### config.mk
export PLATFORM = sky130hd
export DESIGN_NAME = integer_to_ascii_formatter_unit_flat
export DESIGN_NICKNAME = d
export VERILOG_FILES = /design/src/hw/rtl/itoa_pkg.sv /design/src/hw/rtl/itoa_if.sv /design/src/hw/rtl/integer_to_ascii_formatter_unit.sv /design/src/flat_wrapper.sv
export SDC_FILE = /design/constraint.sdc
export NUM_CORES = 1
export LEC_CHECK = 0
export ABC_AREA = 1
export BUFFER_PORTS_ARGS = -buffer_cell sky130_fd_sc_hd__buf_2
export CAP_MARGIN = 0
export CORE_ASPECT_RATIO = 0.8
export CORE_MARGIN = 2
export CORE_UTILIZATION = 35
export DETAILED_ROUTE_END_ITERATION = 6
export SLEW_MARGIN = 40
export SYNTH_ARGS = -nofsm -noshare
export SYNTH_HDL_FRONTEND = slang
export SYNTH_SLANG_ARGS = --single-unit
### constraint.sdc
create_clock -name clk -period 3.5 [get_ports clk]
set_clock_uncertainty 0.05 [all_clocks]
set_input_delay 0.525 -clock clk [delete_from_list [all_inputs] [get_ports clk]]
set_output_delay 0.525 -clock clk [all_outputs]
set_load 0.05 [all_outputs]
### src/hw/rtl/itoa_pkg.sv
`default_nettype none

package itoa_pkg;

  localparam int WORD_WIDTH = 32;
  localparam int VALUE_W    = 32;
  localparam int DEC_DIGITS = (WORD_WIDTH * 30103) / 100000 + 1;
  localparam int HEX_DIGITS = (WORD_WIDTH + 3) / 4;
  localparam int SHIFT_W    = 4 * DEC_DIGITS;
  localparam int CNT_W      = $clog2(WORD_WIDTH + 1);

  typedef logic [2:0]            op_t;
  typedef logic [7:0]            char_t;
  typedef logic [WORD_WIDTH-1:0] word_t;

  localparam op_t OP_SDEC    = 3'd0;
  localparam op_t OP_UDEC    = 3'd1;
  localparam op_t OP_CHAR    = 3'd2;
  localparam op_t OP_HEX     = 3'd3;
  localparam op_t OP_BIN     = 3'd4;
  localparam op_t OP_PERCENT = 3'd5;

  localparam char_t CH_ZERO  = 8'h30;
  localparam char_t CH_ONE   = 8'h31;
  localparam char_t CH_MINUS = 8'h2d;
  localparam char_t CH_LC_A  = 8'h61;
  localparam char_t CH_LC_B  = 8'h62;
  localparam char_t CH_LC_X  = 8'h78;
  localparam char_t CH_PCT   = 8'h25;

  function automatic char_t hex_char(input logic [3:0] d);
    char_t c;
    if (d < 4'd10) begin
      c = CH_ZERO + {4'h0, d};
    end else begin
      c = CH_LC_A + {4'h0, d} - 8'd10;
    end
    return c;
  endfunction

endpackage

`default_nettype wire

### src/hw/rtl/itoa_if.sv
`default_nettype none

interface itoa_in_if;
  logic                valid;
  logic                ready;
  itoa_pkg::op_t       op;
  logic [itoa_pkg::VALUE_W-1:0] value;

  modport source (output valid, output op, output value, input ready);
  modport sink   (input valid, input op, input value, output ready);
endinterface

interface itoa_out_if;
  logic            valid;
  logic            ready;
  itoa_pkg::char_t ch;
  logic            last;

  modport source (output valid, output ch, output last, input ready);
  modport sink   (input valid, input ch, input last, output ready);
endinterface

`default_nettype wire

### src/hw/rtl/integer_to_ascii_formatter_unit.sv
`default_nettype none

// channel   dir  beat            payload
// in_if     in   one argument    op, value
// out_if    out  one character   ch, last
//
// decimal: shift-add-3 conversion in the shared bcd shifter, then leading zero digits
//   are dropped, keeping at least one digit, then the characters are emitted
// hex/binary: leading zero digits are dropped, keeping at least one, then the characters are emitted
// char/percent: one character; in_if is ready only between items
// reset clears the sequencer and the output valid flag; out_if stalls hold the
//   sequencer, and a new item is taken while the final character still waits

module integer_to_ascii_formatter_unit (
  input  wire        clk,
  input  wire        rst_n,
  itoa_in_if.sink    in_if,
  itoa_out_if.source out_if
);

  localparam int WW = itoa_pkg::WORD_WIDTH;
  localparam int SW = itoa_pkg::SHIFT_W;
  localparam int ND = itoa_pkg::DEC_DIGITS;
  localparam int CW = itoa_pkg::CNT_W;

  localparam logic [2:0] S_IDLE  = 3'd0;
  localparam logic [2:0] S_CONV  = 3'd1;
  localparam logic [2:0] S_SKIP  = 3'd2;
  localparam logic [2:0] S_MINUS = 3'd3;
  localparam logic [2:0] S_PRE0  = 3'd4;
  localparam logic [2:0] S_PRE1  = 3'd5;
  localparam logic [2:0] S_DIG   = 3'd6;
  localparam logic [2:0] S_ONE   = 3'd7;

  logic [2:0]            state_r, state_nxt;
  logic [SW-1:0]         sr_r, sr_nxt;
  itoa_pkg::word_t       bin_r, bin_nxt;
  logic [CW-1:0]         cnt_r, cnt_nxt;
  logic                  neg_r, neg_nxt;
  logic                  dec_r, dec_nxt;
  logic                  bmode_r, bmode_nxt;
  itoa_pkg::char_t       chr_r, chr_nxt;
  logic                  ov_r, ov_nxt;
  itoa_pkg::char_t       och_r, och_nxt;
  logic                  olast_r, olast_nxt;

  logic [WW+itoa_pkg::VALUE_W-1:0] value_ext;
  itoa_pkg::word_t       w, mag;
  logic                  neg_in;
  logic [SW-1:0]         dd, dd_sh, sr_shift;
  logic [3:0]            dig4;
  logic                  top_zero;
  itoa_pkg::char_t       dig_char;
  logic                  can_emit;

  assign value_ext = {{WW{1'b0}}, in_if.value};
  assign w         = value_ext[WW-1:0];
  assign neg_in    = (in_if.op == itoa_pkg::OP_SDEC) && w[WW-1];
  assign mag       = neg_in ? (~w + 1'b1) : w;

  always_comb begin
    for (int i = 0; i < ND; i++) begin
      if (sr_r[4*i +: 4] >= 4'd5) begin
        dd[4*i +: 4] = sr_r[4*i +: 4] + 4'd3;
      end else begin
        dd[4*i +: 4] = sr_r[4*i +: 4];
      end
    end
  end

  assign dd_sh    = {dd[SW-2:0], bin_r[WW-1]};
  assign dig4     = sr_r[SW-1 -: 4];
  assign top_zero = bmode_r ? !sr_r[SW-1] : (dig4 == 4'd0);
  assign sr_shift = bmode_r ? (sr_r << 1) : (sr_r << 4);
  assign dig_char = bmode_r ? (sr_r[SW-1] ? itoa_pkg::CH_ONE : itoa_pkg::CH_ZERO)
                            : itoa_pkg::hex_char(dig4);
  assign can_emit = !ov_r || out_if.ready;

  assign in_if.ready  = (state_r == S_IDLE);
  assign out_if.valid = ov_r;
  assign out_if.ch    = och_r;
  assign out_if.last  = olast_r;

  always_comb begin
    state_nxt = state_r;
    sr_nxt    = sr_r;
    bin_nxt   = bin_r;
    cnt_nxt   = cnt_r;
    neg_nxt   = neg_r;
    dec_nxt   = dec_r;
    bmode_nxt = bmode_r;
    chr_nxt   = chr_r;
    ov_nxt    = ov_r && !out_if.ready;
    och_nxt   = och_r;
    olast_nxt = olast_r;
    case (state_r)
      S_IDLE: begin
        if (in_if.valid) begin
          neg_nxt   = neg_in;
          dec_nxt   = 1'b0;
          bmode_nxt = 1'b0;
          case (in_if.op)
            itoa_pkg::OP_SDEC, itoa_pkg::OP_UDEC: begin
              dec_nxt   = 1'b1;
              sr_nxt    = '0;
              bin_nxt   = mag;
              cnt_nxt   = CW'(WW);
              state_nxt = S_CONV;
            end
            itoa_pkg::OP_HEX: begin
              sr_nxt    = SW'(w) << (SW - 4 * itoa_pkg::HEX_DIGITS);
              cnt_nxt   = CW'(itoa_pkg::HEX_DIGITS);
              state_nxt = S_SKIP;
            end
            itoa_pkg::OP_BIN: begin
              bmode_nxt = 1'b1;
              sr_nxt    = SW'(w) << (SW - WW);
              cnt_nxt   = CW'(WW);
              state_nxt = S_SKIP;
            end
            itoa_pkg::OP_CHAR: begin
              chr_nxt   = in_if.value[7:0];
              state_nxt = S_ONE;
            end
            itoa_pkg::OP_PERCENT: begin
              chr_nxt   = itoa_pkg::CH_PCT;
              state_nxt = S_ONE;
            end
            default: begin
              state_nxt = S_IDLE;
            end
          endcase
        end
      end
      S_CONV: begin
        sr_nxt  = dd_sh;
        bin_nxt = bin_r << 1;
        cnt_nxt = cnt_r - 1'b1;
        if (cnt_r == CW'(1)) begin
          cnt_nxt   = CW'(ND);
          state_nxt = S_SKIP;
        end
      end
      S_SKIP: begin
        if (top_zero && (cnt_r > CW'(1))) begin
          sr_nxt  = sr_shift;
          cnt_nxt = cnt_r - 1'b1;
        end else if (dec_r) begin
          state_nxt = neg_r ? S_MINUS : S_DIG;
        end else begin
          state_nxt = S_PRE0;
        end
      end
      S_MINUS: begin
        if (can_emit) begin
          ov_nxt    = 1'b1;
          och_nxt   = itoa_pkg::CH_MINUS;
          olast_nxt = 1'b0;
          state_nxt = S_DIG;
        end
      end
      S_PRE0: begin
        if (can_emit) begin
          ov_nxt    = 1'b1;
          och_nxt   = itoa_pkg::CH_ZERO;
          olast_nxt = 1'b0;
          state_nxt = S_PRE1;
        end
      end
      S_PRE1: begin
        if (can_emit) begin
          ov_nxt    = 1'b1;
          och_nxt   = bmode_r ? itoa_pkg::CH_LC_B : itoa_pkg::CH_LC_X;
          olast_nxt = 1'b0;
          state_nxt = S_DIG;
        end
      end
      S_DIG: begin
        if (can_emit) begin
          ov_nxt    = 1'b1;
          och_nxt   = dig_char;
          olast_nxt = (cnt_r == CW'(1));
          sr_nxt    = sr_shift;
          cnt_nxt   = cnt_r - 1'b1;
          if (cnt_r == CW'(1)) begin
            state_nxt = S_IDLE;
          end
        end
      end
      S_ONE: begin
        if (can_emit) begin
          ov_nxt    = 1'b1;
          och_nxt   = chr_r;
          olast_nxt = 1'b1;
          state_nxt = S_IDLE;
        end
      end
      default: begin
        state_nxt = S_IDLE;
      end
    endcase
  end

  always_ff @(posedge clk) begin
    if (!rst_n) begin
      state_r <= S_IDLE;
      ov_r    <= 1'b0;
    end else begin
      state_r <= state_nxt;
      ov_r    <= ov_nxt;
    end
  end

  always_ff @(posedge clk) begin
    sr_r    <= sr_nxt;
    bin_r   <= bin_nxt;
    cnt_r   <= cnt_nxt;
    neg_r   <= neg_nxt;
    dec_r   <= dec_nxt;
    bmode_r <= bmode_nxt;
    chr_r   <= chr_nxt;
    och_r   <= och_nxt;
    olast_r <= olast_nxt;
  end

  a_cnt_live: assert property (@(posedge clk) disable iff (!rst_n)
    (state_r == S_DIG || state_r == S_SKIP) |-> cnt_r != '0)
    else $error("digit count empty while emitting");

  a_conv_exit: assert property (@(posedge clk) disable iff (!rst_n)
    state_r == S_CONV |=> (state_r == S_CONV || state_r == S_SKIP))
    else $error("conversion left to wrong state");

  a_stall_hold: assert property (@(posedge clk) disable iff (!rst_n)
    (state_r == S_DIG && !can_emit) |=> ($stable(sr_r) && $stable(cnt_r)))
    else $error("digit shifter moved during output stall");

  a_busy_after_take: assert property (@(posedge clk) disable iff (!rst_n)
    (in_if.valid && in_if.ready && in_if.op <= itoa_pkg::OP_PERCENT) |=> !in_if.ready)
    else $error("ready after taking a valid format");

endmodule

`default_nettype wire
### src/flat_wrapper.sv
// flat-port wrapper written by rule: the top's interface ports become plain ports
module integer_to_ascii_formatter_unit_flat 
  (clk, rst_n, in_if_valid, in_if_op, in_if_value, in_if_ready, out_if_valid, out_if_ch, out_if_last, out_if_ready);
  itoa_in_if in_if_i ();
  itoa_out_if out_if_i ();
  input  wire clk;
  input  wire rst_n;
  input wire logic [$bits(in_if_i.valid)-1:0] in_if_valid;
  input wire logic [$bits(in_if_i.op)-1:0] in_if_op;
  input wire logic [$bits(in_if_i.value)-1:0] in_if_value;
  output wire logic [$bits(in_if_i.ready)-1:0] in_if_ready;
  output wire logic [$bits(out_if_i.valid)-1:0] out_if_valid;
  output wire logic [$bits(out_if_i.ch)-1:0] out_if_ch;
  output wire logic [$bits(out_if_i.last)-1:0] out_if_last;
  input wire logic [$bits(out_if_i.ready)-1:0] out_if_ready;
  assign in_if_i.valid = in_if_valid;
  assign in_if_i.op = in_if_op;
  assign in_if_i.value = in_if_value;
  assign in_if_ready = in_if_i.ready;
  assign out_if_valid = out_if_i.valid;
  assign out_if_ch = out_if_i.ch;
  assign out_if_last = out_if_i.last;
  assign out_if_i.ready = out_if_ready;
  integer_to_ascii_formatter_unit u_core (.clk(clk), .rst_n(rst_n), .in_if(in_if_i), .out_if(out_if_i));
endmodule
==> results.sh <==
export IMPL_die_area_um2=21500
export IMPL_synth_top_area_share_pct=41.4
export IMPL_wl_um=19300
export IMPL_start_util_pct=35.8
export IMPL_power_density_nw_per_um2=780
export IMPL_area_growth_pct=11.0
export IMPL_grt_setup_unrepaired="no"
export IMPL_peakVddDrop_mv=0.358
export IMPL_fmax_ghz=0.414
export IMPL_die_x_um=163
export IMPL_wl_per_cell_um=16.3
export IMPL_yosysMostFrequentCell="nand2_1"
export IMPL_post_cts_setup_buffers=0
export IMPL_grt_pass1_wl_um=31300
export IMPL_synth_compound_area_share_pct=18.9
export IMPL_critPathMaxStageDelay_ns=0.62
export IMPL_post_synth_top_area_cell="edfxtp_1"
export IMPL_cts_clk_slew_worst_paths_ns=0.07
export IMPL_max_cap_violations=0
export IMPL_hold_viol_final=0
export IMPL_min_path_type="input pin to flop"
export IMPL_cp_top_family="buffers and inverters"
export IMPL_avgViaCountPerCell=5.30
export IMPL_post_route_util_pct=39.7
export IMPL_antenna_found_initial=0
export IMPL_rows=46
export IMPL_setup_viol=0
export IMPL_synth_xor_area_share_pct=2.84
export IMPL_setup_tns_ns=0
export IMPL_worstHoldStart="rst_n"
export IMPL_end_kind="flop"
export IMPL_grt_pass1_vias=5867
export IMPL_reg2reg_to="u_core.sr_r[39]"
export IMPL_port_buffer_count=49
export IMPL_worst_path_buf_inv=2
export IMPL_hold_buffers=0
export IMPL_syn_num_nets=945
export IMPL_finalNetCount=983
export IMPL_cts_root_buffer="clkbuf_16"
export IMPL_status="completed"
export IMPL_r2r_start="u_core.state_r[2]"
export IMPL_syn_area_um2=7110
export IMPL_grt_max_degree=69
export IMPL_crit_fanout=28
export IMPL_synth_edf_count=98
export IMPL_ys_warn_count=0
export IMPL_drt_iter0_markers=721
export IMPL_total_leakage_power_uw=0.00325
export IMPL_routed_via_count=6296
export IMPL_synthTopCellsByArea="edfxtp_1 41%, nand2_1 8.2%, o21ai_0 6.8%"
export IMPL_worstPathCellList="nor2_4 > inv_2 > nand2_2 > inv_2 > nand3_1 > o311ai_1"
export IMPL_final_antenna_net_count=0
export IMPL_post_route_period_util_pct=69.1
export IMPL_cts_resized_gates=0
export IMPL_grt_ovfl_total=0
export IMPL_synth_fa_ha_area_share_pct=4.05
export IMPL_hpwl_um=14100
export IMPL_cts_tree="done"
export IMPL_rrSetupSlack_ns=1.08
export IMPL_clockBufferDepth=2
export IMPL_insertion_delay_ns=0.36
export IMPL_synth_cell_types=43
export IMPL_slowest_stage="dfxtp_1"
export IMPL_cp_data_required_time_ns=3.62
export IMPL_tightest_slew_ns=0.751
export IMPL_diodes=0
export IMPL_syn_mean_instance_area_um2=8.05
export IMPL_r2r_cells=6
export IMPL_synth_flop_cell="edfxtp_1"
export IMPL_drc=0
export IMPL_cts_inserted_buffers=9
export IMPL_clock_sinks=102
export IMPL_gp_congestion=0.908
export IMPL_holdPathStages=2
export IMPL_critical_path_class="flop to flop"
export IMPL_grtUsageTotal_pct=18.5
export IMPL_ys_seq_elements=102
export IMPL_slew_violations=0
export IMPL_muxShareOfSynthArea_pct=0
export IMPL_drive_gt1_share_pct=13.2
export IMPL_synth_top_family_by_area="simple AND/OR/NAND/NOR gates"
export IMPL_arrival_ns=2.54
export IMPL_synthArstFlopShare_pct=0
export IMPL_syn_inst=883
export IMPL_path_common_cell="inv_2"
export IMPL_ys_seq_area_share_pct=42.5
export IMPL_start_kind="flop"
export IMPL_synth_simple_area_share_pct=22.7
export IMPL_first_pass_iters=5
export IMPL_h_tree_depth=3
export IMPL_io_pins=50
export IMPL_final_min_clock_period_ns=2.42
export IMPL_holdPathEnd="u_core.out_if.valid"
export IMPL_slew_headroom_pct=49.9
export IMPL_core_area_um2=19900
export IMPL_synth_common_cells="156 x nand2_1, 110 x inv_1, 98 x edfxtp_1, 97 x o21ai_0, 76 x nor2_1"
export IMPL_dieHeight_um=131
==> cells by family after synthesis <==
group | count (synthesis)
adders and majority gates | 23
buffers and inverters | 153
AOI/OAI and AO/OA | 233
xor gates and xnor gates | 23
and+or+nand+nor | 349
DFF | 102
==> cell usage in the layout, fill, tap and decap left out, types with 22 or more instances in the layout <==
cell type / synthesis / final
a21oi_1: 70 / 69
buf_2: 14 / 49
edfxtp_1: 98 / 98
ha_1: 23 / 23
inv_1: 110 / 109
nand2_1: 156 / 156
nand3_1: 73 / 73
nor2_1: 76 / 76
o21ai_0: 97 / 97
o311ai_1: 22 / 22
xor2_1: 23 / 23
==> per-stage QoR <==
step | hold slack (ns) | setup WS (ns) | total power (uW) | instance area (um^2) | cells
2_1_floorplan | 0.432 | 0.0251 | 4360 | 7110 | 883
3_3_place_gp | 0.449 | 1.12 | 5090 | 7590 | 1174
3_5_place_dp | 0.455 | 1.04 | 5110 | 7590 | 1174
4_1_cts | 0.370 | 1.08 | 6170 | 7890 | 1189
5_1_grt | 0.374 | 0.861 | 6670 | 7890 | 1189
6_report | 0.380 | 1.08 | 6150 | 7890 | 1189
==> state kept, by name, indices dropped and copies added (netlist names) <==
name                 flops
u_core.bmode_r           1
u_core.neg_r             1
u_core.cnt_r             6
u_core.sr_r             40
u_core.bin_r            32
u_core.chr_r             8
u_core.state_r           3
u_core.out_if.last       1
u_core.out_if.ch         8
u_core.dec_r             1
u_core.out_if.valid      1
==> worst reg2reg max path: cells and delay by family (launching register included) <==
| kind | cells | cell delay (ns) |
|---|---|---|
| buffers and inverters | 2 | 0.75 |
| AND/OR/NAND/NOR | 3 | 0.72 |
| AO/OA/AOI/OAI | 1 | 0.10 |
| flip-flops | 1 | 0.62 |
==> metal layers <==
layer	track usage (%)	share of wire (%)	vias to the layer above
li1	-	-	3126
met1	28.0	50	2932
met2	26.0	42	213
met3	4.01	6.2	25
met4	5.46	2.0	0
met5	0	0	-
==> layout make-up <==
class                   count  area [um^2]
clock buffers               9          225
clock inverters             6         70.1
fillers                  2063        12000
inverters                 122          460
multi-input cells         628         3470
flip-flops and latches    102         3020
well taps                 264          330
repair buffers             58          313
==> worst max path at each step <==
stage                            from               to  slack [ns]  depth (start not counted)
global placement    u_core.state_r[2]  u_core.sr_r[39]        1.12                          6
finish              u_core.state_r[2]  u_core.sr_r[39]        1.08                          6
global route        u_core.state_r[2]  u_core.sr_r[16]        0.86                          4
floorplan             u_core.sr_r[36]   u_core.sr_r[0]        0.03                          6
CTS                 u_core.state_r[2]   u_core.sr_r[8]        1.08                          6
detailed placement  u_core.state_r[2]  u_core.sr_r[16]        1.04                          4
==> where the power goes <==
group	switching (uW)	internal [uW]	leakage, uW	total [uW]
registers	370	2080	0.000969	2450
clock network	468	557	0.000146	1030
logic	1900	778	0.00214	2680
total	2740	3410	0.00325	6150
Note: power is estimated with default switching activity, not from simulation.
